### src/rtl/scld_pkg.sv
package scld_pkg;

    // line and command geometry
    localparam int LINE_CHARS_DEF = 32;
    localparam int CMD_COUNT      = 8;
    localparam int CMD_MAXLEN     = 13;
    localparam int CMD_POS_W      = 4;
    localparam int RATE_W         = 10;
    localparam int CFG_IDX_W      = 1;

    localparam logic [RATE_W-1:0] RATE_SAT     = 10'd1023;
    localparam logic [RATE_W-1:0] MIN_RATE_RST = 10'd1;
    localparam logic [RATE_W-1:0] MAX_RATE_RST = 10'd500;

    // configuration register indexes
    localparam logic [CFG_IDX_W-1:0] CFG_MIN_RATE = 1'b0;
    localparam logic [CFG_IDX_W-1:0] CFG_MAX_RATE = 1'b1;

    // received byte codes
    localparam logic [7:0] CH_BS    = 8'd8;
    localparam logic [7:0] CH_LF    = 8'd10;
    localparam logic [7:0] CH_CR    = 8'd13;
    localparam logic [7:0] CH_SPACE = 8'd32;
    localparam logic [7:0] CH_PLUS  = 8'd43;
    localparam logic [7:0] CH_MINUS = 8'd45;
    localparam logic [7:0] CH_ZERO  = 8'd48;
    localparam logic [7:0] CH_NINE  = 8'd57;
    localparam logic [7:0] CH_TILDE = 8'd126;
    localparam logic [7:0] CH_DEL   = 8'd127;

    // result kinds
    typedef enum logic [2:0] {
        K_ECHO      = 3'd0,
        K_COMMAND   = 3'd1,
        K_RANGE_ERR = 3'd2,
        K_FMT_ERR   = 3'd3,
        K_UNKNOWN   = 3'd4,
        K_OVERFLOW  = 3'd5
    } t_kind;

    // command codes, in match priority order
    typedef enum logic [2:0] {
        CMD_RATE     = 3'd0,
        CMD_CONSTANT = 3'd1,
        CMD_RAMP     = 3'd2,
        CMD_START    = 3'd3,
        CMD_STOP     = 3'd4,
        CMD_PAUSE    = 3'd5,
        CMD_RESUME   = 3'd6,
        CMD_ALM_CLR  = 3'd7
    } t_cmd;

    // control from the sequencer to the match unit
    typedef struct packed {
        logic                 clear;
        logic                 step;
        logic [CMD_POS_W-1:0] pos;
        logic                 beyond;
    } t_match_ctl;

    // command text, left aligned, zero padded
    function automatic logic [CMD_MAXLEN*8-1:0] cmd_text(input logic [2:0] idx);
        logic [CMD_MAXLEN*8-1:0] t;
        case (idx)
            CMD_RATE:        t = {"SET_", "RATE ", 32'h0};
            CMD_CONSTANT:    t = {"MODE_", "CONSTANT"};
            CMD_RAMP:        t = {"MODE_", "RAMP", 32'h0};
            CMD_START:       t = {"START", 64'h0};
            CMD_STOP:        t = {"STOP", 72'h0};
            CMD_PAUSE:       t = {"PAUSE", 64'h0};
            CMD_RESUME:      t = {"RESUME", 56'h0};
            default:         t = {"ALARM_", "CLEAR", 16'h0};
        endcase
        return t;
    endfunction

    function automatic logic [CMD_POS_W-1:0] cmd_len(input logic [2:0] idx);
        logic [CMD_POS_W-1:0] l;
        case (idx)
            CMD_RATE:        l = 4'd9;
            CMD_CONSTANT:    l = 4'd13;
            CMD_RAMP:        l = 4'd9;
            CMD_START:       l = 4'd5;
            CMD_STOP:        l = 4'd4;
            CMD_PAUSE:       l = 4'd5;
            CMD_RESUME:      l = 4'd6;
            default:         l = 4'd11;
        endcase
        return l;
    endfunction

    function automatic logic [7:0] cmd_char(input logic [2:0] idx,
                                            input logic [CMD_POS_W-1:0] pos);
        logic [CMD_MAXLEN*8-1:0] t;
        logic [7:0]              c;
        t = cmd_text(idx);
        if (int'(pos) >= CMD_MAXLEN) begin
            c = 8'h0;
        end else begin
            c = t[(CMD_MAXLEN-1-int'(pos))*8 +: 8];
        end
        return c;
    endfunction

endpackage

### src/rtl/serial_command_line_decoder.sv
// channel   | valid       | ready       | payload
// ----------+-------------+-------------+------------------------------------------
// rx        | i_rx_valid  | o_rx_ready  | i_rx_byte
// result    | o_res_valid | i_res_ready | o_kind o_echo_byte o_command o_rate_value o_last
// config    | i_cfg_we    | (none)      | i_cfg_idx i_cfg_data
//
// a printable byte yields an echo beat (and an overflow beat when it overflows the line),
// backspace yields BS, space, BS echo beats, ignored bytes none; beats wait on the output
// line end: a match walk over the line memory (read, then compare, at each position), then
// the select; for the rate command the argument parse then reads and evaluates each line
// position up to the one that stops it, followed by the range check
// synchronous active-low reset; line memory contents are not cleared
// o_rx_ready is low while a byte is worked on; a stalled result only delays the sequencer
module serial_command_line_decoder import scld_pkg::*; #(
    parameter int LINE_CHARS = LINE_CHARS_DEF
) (
    input  logic                 i_clk,
    input  logic                 i_rst_n,
    input  logic                 i_rx_valid,
    output logic                 o_rx_ready,
    input  logic [7:0]           i_rx_byte,
    output logic                 o_res_valid,
    input  logic                 i_res_ready,
    output logic [2:0]           o_kind,
    output logic [7:0]           o_echo_byte,
    output logic [2:0]           o_command,
    output logic [RATE_W-1:0]    o_rate_value,
    output logic                 o_last,
    input  logic                 i_cfg_we,
    input  logic [CFG_IDX_W-1:0] i_cfg_idx,
    input  logic [RATE_W-1:0]    i_cfg_data
);

    localparam int LW = $clog2(LINE_CHARS);

    typedef enum logic [11:0] {
        S_IDLE     = 12'b000000000001,
        S_ECHO     = 12'b000000000010,
        S_OVF      = 12'b000000000100,
        S_BS1      = 12'b000000001000,
        S_BS2      = 12'b000000010000,
        S_BS3      = 12'b000000100000,
        S_WALK_RD  = 12'b000001000000,
        S_WALK_CMP = 12'b000010000000,
        S_SEL      = 12'b000100000000,
        S_PARSE_RD = 12'b001000000000,
        S_PARSE_EV = 12'b010000000000,
        S_CHECK    = 12'b100000000000
    } t_state;

    // S_RESULT is folded into the emit arms below through r_res_pend
    t_state r_state, n_state;

    logic [6:0]        r_line [LINE_CHARS];
    logic [6:0]        r_rd;
    logic [LW-1:0]     r_len, n_len;
    logic [LW-1:0]     r_pos, n_pos;
    logic [7:0]        r_byte;
    logic              r_ovf, n_ovf;
    logic              r_neg, n_neg;
    logic              r_digit, n_digit;
    logic              r_phase, n_phase;
    logic              r_res_pend, n_res_pend;
    logic [RATE_W-1:0] r_acc, n_acc;
    logic [RATE_W-1:0] r_min_rate, r_max_rate;

    t_kind             r_res_kind, n_res_kind;
    logic [2:0]        r_res_cmd, n_res_cmd;
    logic [RATE_W-1:0] r_res_rate, n_res_rate;

    logic              r_out_valid, n_out_valid;
    t_kind             r_kind, n_kind;
    logic [7:0]        r_echo, n_echo;
    logic [2:0]        r_cmd, n_cmd;
    logic [RATE_W-1:0] r_rate, n_rate;
    logic              r_last, n_last;

    logic              w_accept;
    logic              w_slot;
    logic              w_store_we;
    logic              w_rd_en;
    logic              w_beyond;
    logic [7:0]        w_ch;
    logic              w_is_digit;
    logic [13:0]       w_acc_prod;
    logic              w_hit;
    logic [2:0]        w_sel;
    t_match_ctl        w_mctl;

    assign o_rx_ready = (r_state == S_IDLE) && !r_res_pend;
    assign w_accept   = i_rx_valid && o_rx_ready;
    assign w_slot     = !r_out_valid || i_res_ready;
    assign w_beyond   = r_pos >= r_len;
    assign w_ch       = {1'b0, r_rd};
    assign w_is_digit = (w_ch >= CH_ZERO) && (w_ch <= CH_NINE);
    assign w_acc_prod = 14'({r_acc, 3'b000}) + 14'({r_acc, 1'b0}) + 14'(r_rd[3:0]);

    // configuration registers
    always_ff @(posedge i_clk) begin
        if (!i_rst_n) begin
            r_min_rate <= MIN_RATE_RST;
            r_max_rate <= MAX_RATE_RST;
        end else if (i_cfg_we) begin
            unique case (i_cfg_idx)
                CFG_MIN_RATE: r_min_rate <= i_cfg_data;
                CFG_MAX_RATE: r_max_rate <= i_cfg_data;
                default: ;
            endcase
        end
    end

    // line memory, one write and one registered read port
    always_ff @(posedge i_clk) begin
        if (w_store_we) begin
            r_line[r_len] <= i_rx_byte[6:0];
        end
        if (w_rd_en) begin
            r_rd <= r_line[r_pos];
        end
    end

    assign w_mctl.clear  = (r_state == S_IDLE);
    assign w_mctl.step   = (r_state == S_WALK_CMP);
    assign w_mctl.pos    = r_pos[CMD_POS_W-1:0];
    assign w_mctl.beyond = w_beyond;

    scld_match u_match (
        .i_clk   (i_clk),
        .i_rst_n (i_rst_n),
        .i_ctl   (w_mctl),
        .i_char  (r_rd),
        .o_hit   (w_hit),
        .o_sel   (w_sel)
    );

    // sequencer
    always_comb begin
        n_state     = r_state;
        n_len       = r_len;
        n_pos       = r_pos;
        n_ovf       = r_ovf;
        n_neg       = r_neg;
        n_digit     = r_digit;
        n_phase     = r_phase;
        n_acc       = r_acc;
        n_res_pend  = r_res_pend;
        n_res_kind  = r_res_kind;
        n_res_cmd   = r_res_cmd;
        n_res_rate  = r_res_rate;
        n_out_valid = r_out_valid && !i_res_ready;
        n_kind      = r_kind;
        n_echo      = r_echo;
        n_cmd       = r_cmd;
        n_rate      = r_rate;
        n_last      = r_last;
        w_store_we  = 1'b0;
        w_rd_en     = 1'b0;

        unique case (r_state) inside
            S_IDLE: begin
                if (r_res_pend) begin
                    // final decode result of a line
                    if (w_slot) begin
                        n_out_valid = 1'b1;
                        n_kind      = r_res_kind;
                        n_echo      = '0;
                        n_cmd       = r_res_cmd;
                        n_rate      = r_res_rate;
                        n_last      = 1'b1;
                        n_res_pend  = 1'b0;
                        n_len       = '0;
                    end
                end else if (w_accept) begin
                    if (i_rx_byte == CH_CR || i_rx_byte == CH_LF) begin
                        if (r_len != '0) begin
                            n_pos   = '0;
                            n_state = S_WALK_RD;
                        end
                    end else if (i_rx_byte == CH_BS || i_rx_byte == CH_DEL) begin
                        if (r_len != '0) begin
                            n_len   = r_len - 1'b1;
                            n_state = S_BS1;
                        end
                    end else if (i_rx_byte >= CH_SPACE && i_rx_byte <= CH_TILDE) begin
                        n_state = S_ECHO;
                        if (r_len < LW'(LINE_CHARS-1)) begin
                            w_store_we = 1'b1;
                            n_len      = r_len + 1'b1;
                            n_ovf      = 1'b0;
                        end else begin
                            n_len = '0;
                            n_ovf = 1'b1;
                        end
                    end
                end
            end
            S_ECHO: begin
                if (w_slot) begin
                    n_out_valid = 1'b1;
                    n_kind      = K_ECHO;
                    n_echo      = r_byte;
                    n_cmd       = '0;
                    n_rate      = '0;
                    n_last      = !r_ovf;
                    n_state     = r_ovf ? S_OVF : S_IDLE;
                end
            end
            S_OVF: begin
                if (w_slot) begin
                    n_out_valid = 1'b1;
                    n_kind      = K_OVERFLOW;
                    n_echo      = '0;
                    n_cmd       = '0;
                    n_rate      = '0;
                    n_last      = 1'b1;
                    n_state     = S_IDLE;
                end
            end
            S_BS1, S_BS2, S_BS3: begin
                if (w_slot) begin
                    n_out_valid = 1'b1;
                    n_kind      = K_ECHO;
                    n_echo      = (r_state == S_BS2) ? CH_SPACE : CH_BS;
                    n_cmd       = '0;
                    n_rate      = '0;
                    n_last      = (r_state == S_BS3);
                    n_state     = (r_state == S_BS1) ? S_BS2 :
                                  (r_state == S_BS2) ? S_BS3 : S_IDLE;
                end
            end
            // match walk: read one character, then narrow the candidates
            S_WALK_RD: begin
                w_rd_en = 1'b1;
                n_state = S_WALK_CMP;
            end
            S_WALK_CMP: begin
                if (r_pos == LW'(CMD_MAXLEN-1)) begin
                    n_state = S_SEL;
                end else begin
                    n_pos   = r_pos + 1'b1;
                    n_state = S_WALK_RD;
                end
            end
            S_SEL: begin
                n_res_rate = '0;
                n_res_cmd  = '0;
                if (!w_hit) begin
                    n_res_kind = K_UNKNOWN;
                    n_res_pend = 1'b1;
                    n_state    = S_IDLE;
                end else if (w_sel != CMD_RATE) begin
                    n_res_kind = K_COMMAND;
                    n_res_cmd  = w_sel;
                    n_res_pend = 1'b1;
                    n_state    = S_IDLE;
                end else begin
                    n_pos   = LW'(cmd_len(CMD_RATE));
                    n_acc   = '0;
                    n_neg   = 1'b0;
                    n_digit = 1'b0;
                    n_phase = 1'b0;
                    n_state = S_PARSE_RD;
                end
            end
            // argument parse: spaces, optional sign, digits
            S_PARSE_RD: begin
                w_rd_en = 1'b1;
                n_state = S_PARSE_EV;
            end
            S_PARSE_EV: begin
                if (w_beyond) begin
                    n_state = S_CHECK;
                end else if (!r_phase) begin
                    if (w_ch == CH_SPACE) begin
                        n_pos   = r_pos + 1'b1;
                        n_state = S_PARSE_RD;
                    end else if (w_ch == CH_MINUS || w_ch == CH_PLUS) begin
                        n_neg   = (w_ch == CH_MINUS);
                        n_phase = 1'b1;
                        n_pos   = r_pos + 1'b1;
                        n_state = S_PARSE_RD;
                    end else begin
                        n_phase = 1'b1;
                    end
                end else if (w_is_digit) begin
                    n_acc   = (w_acc_prod > 14'(RATE_SAT)) ? RATE_SAT : w_acc_prod[RATE_W-1:0];
                    n_digit = 1'b1;
                    n_pos   = r_pos + 1'b1;
                    n_state = S_PARSE_RD;
                end else begin
                    n_state = S_CHECK;
                end
            end
            S_CHECK: begin
                n_res_cmd  = CMD_RATE;
                n_res_rate = '0;
                if (!r_digit) begin
                    n_res_kind = K_FMT_ERR;
                end else if ((r_neg && r_acc != '0) || r_acc < r_min_rate ||
                             r_acc > r_max_rate) begin
                    n_res_kind = K_RANGE_ERR;
                end else begin
                    n_res_kind = K_COMMAND;
                    n_res_rate = r_acc;
                end
                n_res_pend = 1'b1;
                n_state    = S_IDLE;
            end
            default: n_state = S_IDLE;
        endcase
    end

    // control registers
    always_ff @(posedge i_clk) begin
        if (!i_rst_n) begin
            r_state     <= S_IDLE;
            r_len       <= '0;
            r_res_pend  <= 1'b0;
            r_out_valid <= 1'b0;
        end else begin
            r_state     <= n_state;
            r_len       <= n_len;
            r_res_pend  <= n_res_pend;
            r_out_valid <= n_out_valid;
        end
    end

    // working and payload registers
    always_ff @(posedge i_clk) begin
        if (w_accept) begin
            r_byte <= i_rx_byte;
        end
        r_pos      <= n_pos;
        r_ovf      <= n_ovf;
        r_neg      <= n_neg;
        r_digit    <= n_digit;
        r_phase    <= n_phase;
        r_acc      <= n_acc;
        r_res_kind <= n_res_kind;
        r_res_cmd  <= n_res_cmd;
        r_res_rate <= n_res_rate;
        r_kind     <= n_kind;
        r_echo     <= n_echo;
        r_cmd      <= n_cmd;
        r_rate     <= n_rate;
        r_last     <= n_last;
    end

    assign o_res_valid  = r_out_valid;
    assign o_kind       = r_kind;
    assign o_echo_byte  = r_echo;
    assign o_command    = r_cmd;
    assign o_rate_value = r_rate;
    assign o_last       = r_last;

endmodule

### src/rtl/scld_match.sv
module scld_match import scld_pkg::*; (
    input  logic       i_clk,
    input  logic       i_rst_n,
    input  t_match_ctl i_ctl,
    input  logic [6:0] i_char,
    output logic       o_hit,
    output logic [2:0] o_sel
);

    logic [CMD_COUNT-1:0] r_mask;
    logic [CMD_COUNT-1:0] n_mask;

    // drop every candidate whose text differs at this position
    always_comb begin
        n_mask = r_mask;
        if (i_ctl.clear) begin
            n_mask = '1;
        end else if (i_ctl.step) begin
            for (int i = 0; i < CMD_COUNT; i++) begin
                if (i_ctl.pos < cmd_len(3'(i)) &&
                    (i_ctl.beyond || {1'b0, i_char} != cmd_char(3'(i), i_ctl.pos))) begin
                    n_mask[i] = 1'b0;
                end
            end
        end
    end

    always_ff @(posedge i_clk) begin
        if (!i_rst_n) begin
            r_mask <= '1;
        end else begin
            r_mask <= n_mask;
        end
    end

    // first surviving candidate in list order wins
    always_comb begin
        o_sel = '0;
        for (int i = CMD_COUNT-1; i >= 0; i--) begin
            if (r_mask[i]) begin
                o_sel = 3'(i);
            end
        end
    end

    assign o_hit = |r_mask;

endmodule

### config.mk
export PLATFORM = sky130hd
export DESIGN_NAME = serial_command_line_decoder
export DESIGN_NICKNAME = d
export VERILOG_FILES = /design/src/rtl/scld_pkg.sv /design/src/rtl/serial_command_line_decoder.sv /design/src/rtl/scld_match.sv
export SDC_FILE = /design/constraint.sdc
export NUM_CORES = 1
export LEC_CHECK = 0
export BUFFER_PORTS_ARGS = -buffer_cell sky130_fd_sc_hd__buf_2
export CORE_ASPECT_RATIO = 0.75
export CORE_MARGIN = 2
export CORE_UTILIZATION = 35
export DETAILED_ROUTE_END_ITERATION = 10
export GPL_ROUTABILITY_DRIVEN = 0
export PLACE_DENSITY = 0.61
export RECOVER_POWER = 100
export REMOVE_ABC_BUFFERS = 1
export SLEW_MARGIN = 25
export SYNTH_ARGS = -nofsm -noshare
export SYNTH_HDL_FRONTEND = slang
export SYNTH_SLANG_ARGS = --single-unit
### constraint.sdc
create_clock -name i_clk -period 3.1 [get_ports i_clk]
set_input_delay 0.31 -clock i_clk [delete_from_list [all_inputs] [get_ports i_clk]]
set_output_delay 0.31 -clock i_clk [all_outputs]
set_load 0.02 [all_outputs]
# Word-level counts from Yosys, hierarchy flattened
# Memory sizes are Yosys's and may differ from the RTL's. A register that Yosys moved wholly into a read port is not among the register bits.
# Cells that the tools add are included.
word_totals:
  memories: 1
  elab_cells: 373
  ff_bits: 115
  output_inout_bits: 27
  input_bits: 24
  ramBits: 224
classes:
  n_bitwise: 5
  n_lt_le_gt_ge: 16
  n_mux: 178
  n_eq_ne: 58
  add_sub_neg: 6
  shifts: 8
  reduce_logical: 72
memory_table:
  columns: ["memory", "depth", "word_bits", "rd", "rd_ports_with_merged_regs", "wr", "line_no", "text"]
  rows:
  - ["r_line", 32, 7, 1, 1, 1, "serial_command_line_decoder.sv:54", "logic [6:0] r_line [LINE_CHARS];"]
ops:
  columns: ["cell", "n"]
  rows:
  - ["104-bit 2-to-1 mux", 16]
  - ["104-bit by 8-bit indexed part select with 8-bit output", 8]
  - ["8-bit 2-to-1 mux", 28]
  - ["12-bit 2-to-1 mux", 15]
  - ["10-bit 2-to-1 mux", 13]
  - ["12-bit case mux with 9 select lines", 1]
  - ["5-bit 2-to-1 mux", 20]
  - ["7-bit by 8-bit inequality test with 1-bit output", 8]
  - ["10-bit case mux with 2 select lines", 3]
  - ["3-bit 2-to-1 mux", 19]
  - ["4-bit 2-to-1 mux", 12]
  - ["2-bit inequality test, second input constant", 18]
  - ["1-bit 2-to-1 mux", 33]
  - ["8-bit case mux with 4 select lines", 1]
  - ["8-bit by 4-bit == test with 1-bit output, second input constant", 3]
  - ["4-bit < comparator", 6]
  - ["2-bit AND reduction", 12]
  - ["7-bit by 6-bit == test with 1-bit output, second input constant", 3]
  - ["5-bit case mux with 4 select lines", 1]
  - ["6-bit 2-to-1 mux", 3]
  - ["3-bit case mux with 2 select lines", 3]
  - ["6-bit AND reduction", 3]
  - ["13-bit by 11-bit adder with 14-bit output", 1]
  - ["14-bit by 4-bit adder with 14-bit output", 1]
  - ["58 further kinds", 112]

# Depth between registers and ports, before layout
# Gate-level depths: netlist of run 1.
logic_depth:
  depth_word: 12
  ltp_mapped: 15
  mapped_depth_nobuf: 10

# Modules after synthesis
# From an unflattened synthesis of run 1, not the netlist that was laid out.
hier_totals:
  cells_unflattened: 1376
  area_unflattened_um2: 17728.3
modules_own_cells:
  columns: ["module", "instances", "seq_area_each_um2", "area_per_inst_um2", "cells_each"]
  rows:
  - ["serial_command_line_decoder", 1, 9759.4, 15254.6, 1008]
  - ["scld_match", 1, 160.2, 2473.6, 368]

# Least setup slack after synthesis of run 1
# No wires, ideal clock.
synth_timing:
  kind: "reg-to-reg"
  start: "register r_pos[1]"
  end: "register u_match.r_mask[1]"
  stages_incl_launch_ff: 14
  slack_ns: 0.057
  synth_period_minus_slack_ns: 3.043
  setup_time_ns: 0.087
  arrival_time_ns: 2.956
  n_path_buf: 5
  path_cell_list: "edfxtp_1 > buf_4 > buf_4 > buf_4 > inv_1 > ha_1 > buf_2 > buf_2 > nor3b_1 > o21ai_0 > a311oi_1 > xnor2_1 > nand2_1 > o31ai_1"
synth_between:
  elab_chain_len: 9
  elab_cells_between_ends: 12
  cone_classes: "add/sub: 1; order compare: 3; eq/ne: 1; shift: 1; mux: 3; reduce/logical: 3"
synth_rtl:
  columns: ["element", "line_no", "text"]
  rows:
  - ["start, declared", "serial_command_line_decoder.sv:57", "logic [LW-1:0] r_pos, n_pos;"]
  - ["start signal, assigned", "serial_command_line_decoder.sv:333", "r_pos <= n_pos;"]
  - ["4-bit by 4-bit subtractor with 5-bit output", "scld_pkg.sv:100", "c = t[(CMD_MAXLEN-1-int'(pos))*8 +: 8];"]
  - ["104-bit by 8-bit indexed part select with 8-bit output", "scld_pkg.sv:100", null]
  - ["8-bit 2-to-1 mux", "scld_pkg.sv:97", "if (int'(pos) >= CMD_MAXLEN) begin"]
  - ["8-bit 2-to-1 mux", "scld_match.sv:18", "end else if (i_ctl.step) begin"]
  - ["8-bit 2-to-1 mux", "scld_match.sv:16", "if (i_ctl.clear) begin"]
  - ["7-bit by 8-bit inequality test with 1-bit output", "scld_match.sv:21", "(i_ctl.beyond || {1'b0, i_char} != cmd_char(3'(i), i_ctl.pos))) begin"]
  - ["1-bit logical OR", "scld_match.sv:21", null]
  - ["1-bit logical AND *", "scld_match.sv:20", "if (i_ctl.pos < cmd_len(3'(i)) &&"]
  - ["2-bit AND reduction (no source line) *", null, null]
  - ["end signal, assigned", "scld_match.sv:32", "r_mask <= n_mask;"]
  - ["end, declared", "scld_match.sv:10", "logic [CMD_COUNT-1:0] r_mask;"]
# Mark *: on every way between the ends. The rest lies on a longest branch, timed or not. The select of a mux whose other input is x is not followed.
# A chain may end at the register's enable or synchronous reset.

==> flow_summary.yaml, run 1 <==
status:
  status: "finished with violations"
  violations: "capacitance limit, slew limit"
layout:
  area_growth_syn_to_layout_pct: 14.12
  fin_util: 0.4034
  fill_cells: 4732
  antennaDiodeCount: 0
  fin_cells: 2279
  drive_above_1_share: 0.1350
  final_nets: 1671
  multi_input_area_sq_um: 7106
  seqCellArea_sq_um: 9920
detailed_routing:
  drc: 0
  routed_wl_um: 47010
  vias_per_cell: 5.569
  dr.pass1.iters: 5
  drtAntennaViolNets: 0
  via_count: 12690
  drt-initial-drc-count: 1552
  wl_per_cell_um: 20.63
clocking:
  cts.sink_count: 346
  htree_num_levels: 2
  clock_latency_ps: 560
  clockBufferDepth: 3
  path_clk_slew_ps: 60
  numCtsBuffers: 38
  clock-root-buffer: "clkbuf_16"
  cts_tree: "yes"
yosys:
  synthCells: 1480
  avgSynthCellArea_sq_um: 11.95
  synth_top_area_share: 0.5078
  syn_area_sq_um: 17680
  netlist_top_cells_count: "edfxtp_1 (299), nand2_1 (126), nor2_1 (114)"
  synth_top_area_cell: "edfxtp_1"
  async_flop_share: 0
  synth-warning-count: 0
  netlist_top_cells_area: "edfxtp_1 (51%), dfxtp_1 (5.3%), mux4_2 (3.9%), ha_1 (3.7%), mux2i_1 (3.3%)"
  synth_seq_area_share: 0.5610
  synth_seq_cells: 346
  ys.flop_type: "edfxtp_1"
  synth_most_common_cell: "edfxtp_1"
  synth_edf_count: 299
  synth.distinct_cells: 93
placement:
  buffer_ports.inserted: 50
  dp.cells: 2200
  dpl.hpwl_um: 32080
  dpl_worst_slack_ps: 139.3
floorplanning:
  die_h_um: 198.6
  io_pins: 51
  num_rows: 71
  dieArea_sq_um: 52350
  initial_core_util: 0.3535
  die_w_um: 263.5
  coreArea_sq_um: 50010
power:
  combPwrFrac: 0.163
  power_mw: 11.28
  power.switching_mw: 3.055
  p_int_mw: 8.220
  vdd_drop_max_uv: 489.8
  p_leak_nw: 6.841
  swShare: 0.2709
  p_clk_frac: 0.381
  power_density_nw_per_um2: 558.8
  pwr-share-seq: 0.456
grt:
  grt_pass1_vias: 11970
  grt_use_total: 0.1777
  busiest_layer: "met1"
  grt_start_max_net_pins: 91
  grt_util_met1: 0.2755
  grt_pass1_wl_um: 72110
  overflow: 0
  use_met3: 0.03491
  antenna_found_initial: 0
  gr-usage-met2: 0.2500
timing:
  drv_slew: 144
  fmax_mhz: 340.2
  rsz0062_at_grt: "false"
  finalCritPeriodShare: 0.9482
  setup_viol: 0
  worst_slack_ps: 160.5
  slew_headroom: -0.1972
  hold_viol_final: 0
  clock_skew_ps: 29.57
  post-route-min-period_ps: 2939
  tightest_slew_ps: 1796
critical_path:
  crit_family: "buffers and inverters"
  cp-end-kind: "flop"
  worstSetupPathType: "reg -> reg"
  crit_fanout: 58
  crit_path_top_delay_cell: "edfxtp_1"
  max_stage_delay_ps: 460
  crit_buf_inv: 3
  required_ps: 3390
  crit_arrival_ps: 3230
  path_cells: "buf_12 -> nand2b_1 -> clkbuf_2 -> clkbuf_2 -> o221ai_1 -> nand2_1 -> nand2_1 -> o221ai_1 -> o21ai_0"
  start_kind: "flop"
min_path:
  hold_path.class: "in -> reg"
run:
  drv_cap: 5
-- placed cells by master, fill, tap and decap left out, types with 16 or more instances in the layout --
cell type,Yosys,layout
nand3_1,35,35
clkbuf_1,43,57
buf_4,19,49
mux2i_1,59,59
nor4_1,16,17
clkbuf_16,0,39
o221ai_1,33,33
and2_1,39,17
clkbuf_2,0,35
edfxtp_1,299,299
inv_1,40,40
buf_2,23,16
nand2b_1,20,20
dfxtp_1,47,47
xor2_1,24,24
o21ai_0,58,58
a21oi_1,79,78
nor3_1,31,31
xnor2_1,25,25
ha_1,52,51
nor2_1,114,114
a21boi_0,18,20
nand2_1,126,128
o22ai_1,17,17
and2_0,0,22
mux4_2,31,31
nor2b_1,21,20
-- final cells by class --
cell class,instances,share of cell area
inverter,43,0.007999
sequential,346,0.4916
clock buffer,44,0.04824
timing repair buffer,164,0.04862
multi-input combinational,1000,0.3522
tap,657,0.04074
clock inverter,25,0.01060
-- worst paths after layout --
check	from	end	slack, ps	depth (start not counted)
worst max-delay path	r_pos[2]	r_rd[2]	160	9
worst min-delay path	i_cfg_data[7]	r_max_rate[7]	40	3
worst max register to register	r_pos[2]	r_rd[2]	160	9
worst min register to register	r_max_rate[1]	r_max_rate[1]	470	2
-- layer usage --
layer | vias to the layer above | part of all wire
met4 | 0 | 0.021
met2 | 547 | 0.42
met3 | 73 | 0.084
met5 | - | 0
li1 | 5860 | -
met1 | 6212 | 0.48
-- state kept, by name, indices dropped and copies added, names as in the netlist, 8 cells and up --
signal,cells
r_line,224
r_state,12
o_rate_value,10
r_acc,10
r_max_rate,10
r_min_rate,10
r_res_rate,10
o_echo_byte,8
r_byte,8
u_match.r_mask,8
-- cell families (layout without fill, tap and decap cells) --
| logic type | count (synthesis) | count (layout) | share of synthesized area |
|---|---|---|---|
| and+or+nand+nor | 482 | 482 | 0.1414 |
| DFF | 346 | 346 | 0.5610 |
| AOI/OAI and AO/OA | 321 | 321 | 0.1229 |
| buffers and inverters | 134 | 276 | 0.03581 |
| muxes | 94 | 94 | 0.07558 |
| adders and majority gates | 54 | 54 | 0.03906 |
| xor gates and xnor gates | 49 | 49 | 0.02427 |
-- power by group through the flow --
stage / Combinational, mW / Clock [mW] / Sequential, mW
2_1_floorplan: 1.07 / 0 / 5.34
3_3_place_gp: 1.78 / 0 / 5.23
3_5_place_dp: 1.80 / 0 / 5.23
4_1_cts: 1.81 / 4.40 / 5.13
5_1_grt: 1.99 / 4.58 / 5.14
6_report: 1.84 / 4.30 / 5.14
-- worst reg2reg max path: stages (launching register included) --
cell and delay (ps):
edfxtp_1 460, buf_12 300, nand2b_1 260, clkbuf_2 350, clkbuf_2 310, o221ai_1 350, nand2_1 90, nand2_1 70
o221ai_1 100, o21ai_0 390
-- per-stage QoR --
step | hold WS (ps) | area (sq um) | TNS, ps
2_1_floorplan | 381.8 | 17210 | -141620
3_3_place_gp | 458.2 | 19110 | 0
3_5_place_dp | 465.2 | 19110 | 0
4_1_cts | 1.728 | 20390 | 0
5_1_grt | 18.98 | 20180 | 0
6_report | 36.12 | 20180 | 0
-- what timing repair did --
action	CTS	global route
gates resized for setup	0	7
endpoints found under the setup margin	0	12
hold buffers	9	0
buffers inserted	0	0
hold endpoints to repair	13	0
Power figures use the tool's default switching activity.
==> inputs of run 2 (changes only) <==
HOLD_SLACK_MARGIN = 0.05   (was default)
TNS_END_PERCENT = 20   (was default)
==> run 2 against run 1 <==
The run still ends with capacitance limit, slew limit left; final area barely moved; largest cell class unchanged; via count shrank 0.33%; clock skew is essentially flat; critical path type unchanged; maximum frequency is 0.86% lower; largest power group unchanged.
==> flow_summary.yaml, run 2 (synthesis results as in run 1) <==
clocking:
  clockBufferDepth: 3
  path_clk_slew_ps: 60
  clock_latency_ps: 560
  numCtsBuffers: 38
  clock-root-buffer: "clkbuf_16"
  htree_num_levels: 2
  cts_tree: "yes"
  cts.sink_count: 346
power:
  power_density_nw_per_um2: 558.6
  p_leak_nw: 6.849
  vdd_drop_max_uv: 490.3
critical_path:
  crit_path_top_delay_cell: "edfxtp_1"
  crit_path_start: "r_pos[2]"
  crit_fanout: 58
  path_cells: "buf_12 -> nand2b_1 -> clkbuf_2 -> clkbuf_2 -> o221ai_1 -> nand2_1 -> nand2_1 -> o221ai_1 -> o21ai_0"
  r2r_end: "r_rd[2]"
  crit_arrival_ps: 3250
  ff2ff_path_depth: 9
  cp-end-kind: "flop"
  max_stage_delay_ps: 460
  worstSetupPathType: "reg -> reg"
  required_ps: 3390
  crit_family: "buffers and inverters"
  start_kind: "flop"
  ff2ff_setup_slack_ps: 140
  crit_buf_inv: 3
  reg2reg_from: "r_pos[2]"
floorplanning:
  die_h_um: 198.6
  coreArea_sq_um: 50010
  num_rows: 71
  io_pins: 51
  initial_core_util: 0.3535
  die_w_um: 263.5
  dieArea_sq_um: 52350
timing:
  finalCritPeriodShare: 0.9564
  worst_slack_ps: 135.1
  hold_viol_final: 0
  drv_slew: 144
  clock_skew_ps: 30.04
  tightest_slew_ps: 1786
  fmax_mhz: 337.3
  rsz0062_at_grt: "false"
  setup_viol: 0
  slew_headroom: -0.1906
  final.setup.tns_ps: 0
  post-route-min-period_ps: 2965
grt:
  overflow: 0
  grt_use_total: 0.1778
  grt_start_max_net_pins: 91
  antenna_found_initial: 0
  grt_pass1_wl_um: 72170
  grt_pass1_vias: 11990
detailed_routing:
  vias_per_cell: 5.546
  drtAntennaViolNets: 0
  via_count: 12650
  drt-initial-drc-count: 1432
  wl_per_cell_um: 20.63
  highest_layer: "met4"
  dr_wl_met2_um: 19610
  drc: 0
  met1_length_um: 22520
  wl_met3_um: 3973
  routed_wl_um: 47050
  dr.pass1.iters: 5
min_path:
  whs_path_depth: 1
  hold_start: "i_rx_byte[6]"
  holdPathEnd: "r_line[1][6]"
  hold_path.class: "in -> reg"
layout:
  antennaDiodeCount: 0
  top_register: "r_line"
  final_cell_mix: "edfxtp_1 (299), nand2_1 (128), nor2_1 (114), a21oi_1 (78), mux2i_1 (59)"
  largest_reg_flops: 224
  final_nets: 1673
  mostFrequentLayoutCell: "edfxtp_1"
  top_regs: "r_line x224, r_state x12"
  area_growth_syn_to_layout_pct: 14.23
  drive_above_1_share: 0.1349
placement:
  buffer_ports.inserted: 50
  dpl.hpwl_um: 32080
  dpl_worst_slack_ps: 139.3
status:
  status: "finished with violations"
  violations: "capacitance limit, slew limit"
run:
  drv_cap: 5
run 2: per-stage QoR:
| step | std cells | hold WS [ps] | area [sq um] | utilization | total power, mW |
|---|---|---|---|---|---|
| finish | 2281 | 190.5 | 20200 | 0.4038 | 11.28 |
| global route | 2281 | 179.9 | 20200 | 0.4038 | 11.71 |
| CTS | 2280 | 71.99 | 20410 | 0.4081 | 11.35 |
| detailed placement | 2200 | 465.2 | 19110 | 0.3821 | 7.028 |
| global placement | 2200 | 458.2 | 19110 | 0.3821 | 7.008 |
| floorplan | 1389 | 381.8 | 17210 | - | 6.413 |
run 2: timing repair:
item	CTS	global route
hold endpoints to repair	21	0
setup buffers	0	0
endpoints found under the setup margin	0	12
hold buffers	11	0
resized for setup	0	7
run 2: power by group:
group	switching (mW)	total (mW)	internal, mW
Sequential	0.0314	5.14	5.11
Clock	1.86	4.30	2.44
Combinational	1.17	1.84	0.674
run 2: final cells by class:
| type | count | area (sq um) |
|---|---|---|
| Inverter | 43 | 161.4 |
| Clock inverter | 25 | 214.0 |
| Tap cell | 657 | 822.0 |
| Sequential cell | 346 | 9920 |
| Clock buffer | 44 | 973.4 |
| Timing Repair Buffer | 166 | 1001 |
| Fill cell | 4731 | 29820 |
| Multi-Input combinational cell | 1000 | 7106 |
run 2: layer usage:
metal / global-route usage / vias to the layer above
met3: 0.03491 / 69
met1: 0.2756 / 6164
met2: 0.2504 / 556
met4: 0.04656 / 0
li1: - / 5861
met5: 0 / -
run 2: worst max-delay path by stage:
stage               depth (start not counted)           endpoint  slack [ps]
CTS                                        10           r_acc[0]         100
detailed placement                         10           r_acc[0]         140
global placement                           10           r_acc[0]          80
floorplan                                   9  u_match.r_mask[3]       -3930
global route                                9  u_match.r_mask[3]           3
finish                                      9            r_rd[2]         140
run 2: worst reg2reg max path, cell delays in order (launching register included):
cell and delay (ps):
edfxtp_1 460, buf_12 300, nand2b_1 270, clkbuf_2 370, clkbuf_2 300, o221ai_1 350, nand2_1 90, nand2_1 70
o221ai_1 90, o21ai_0 400
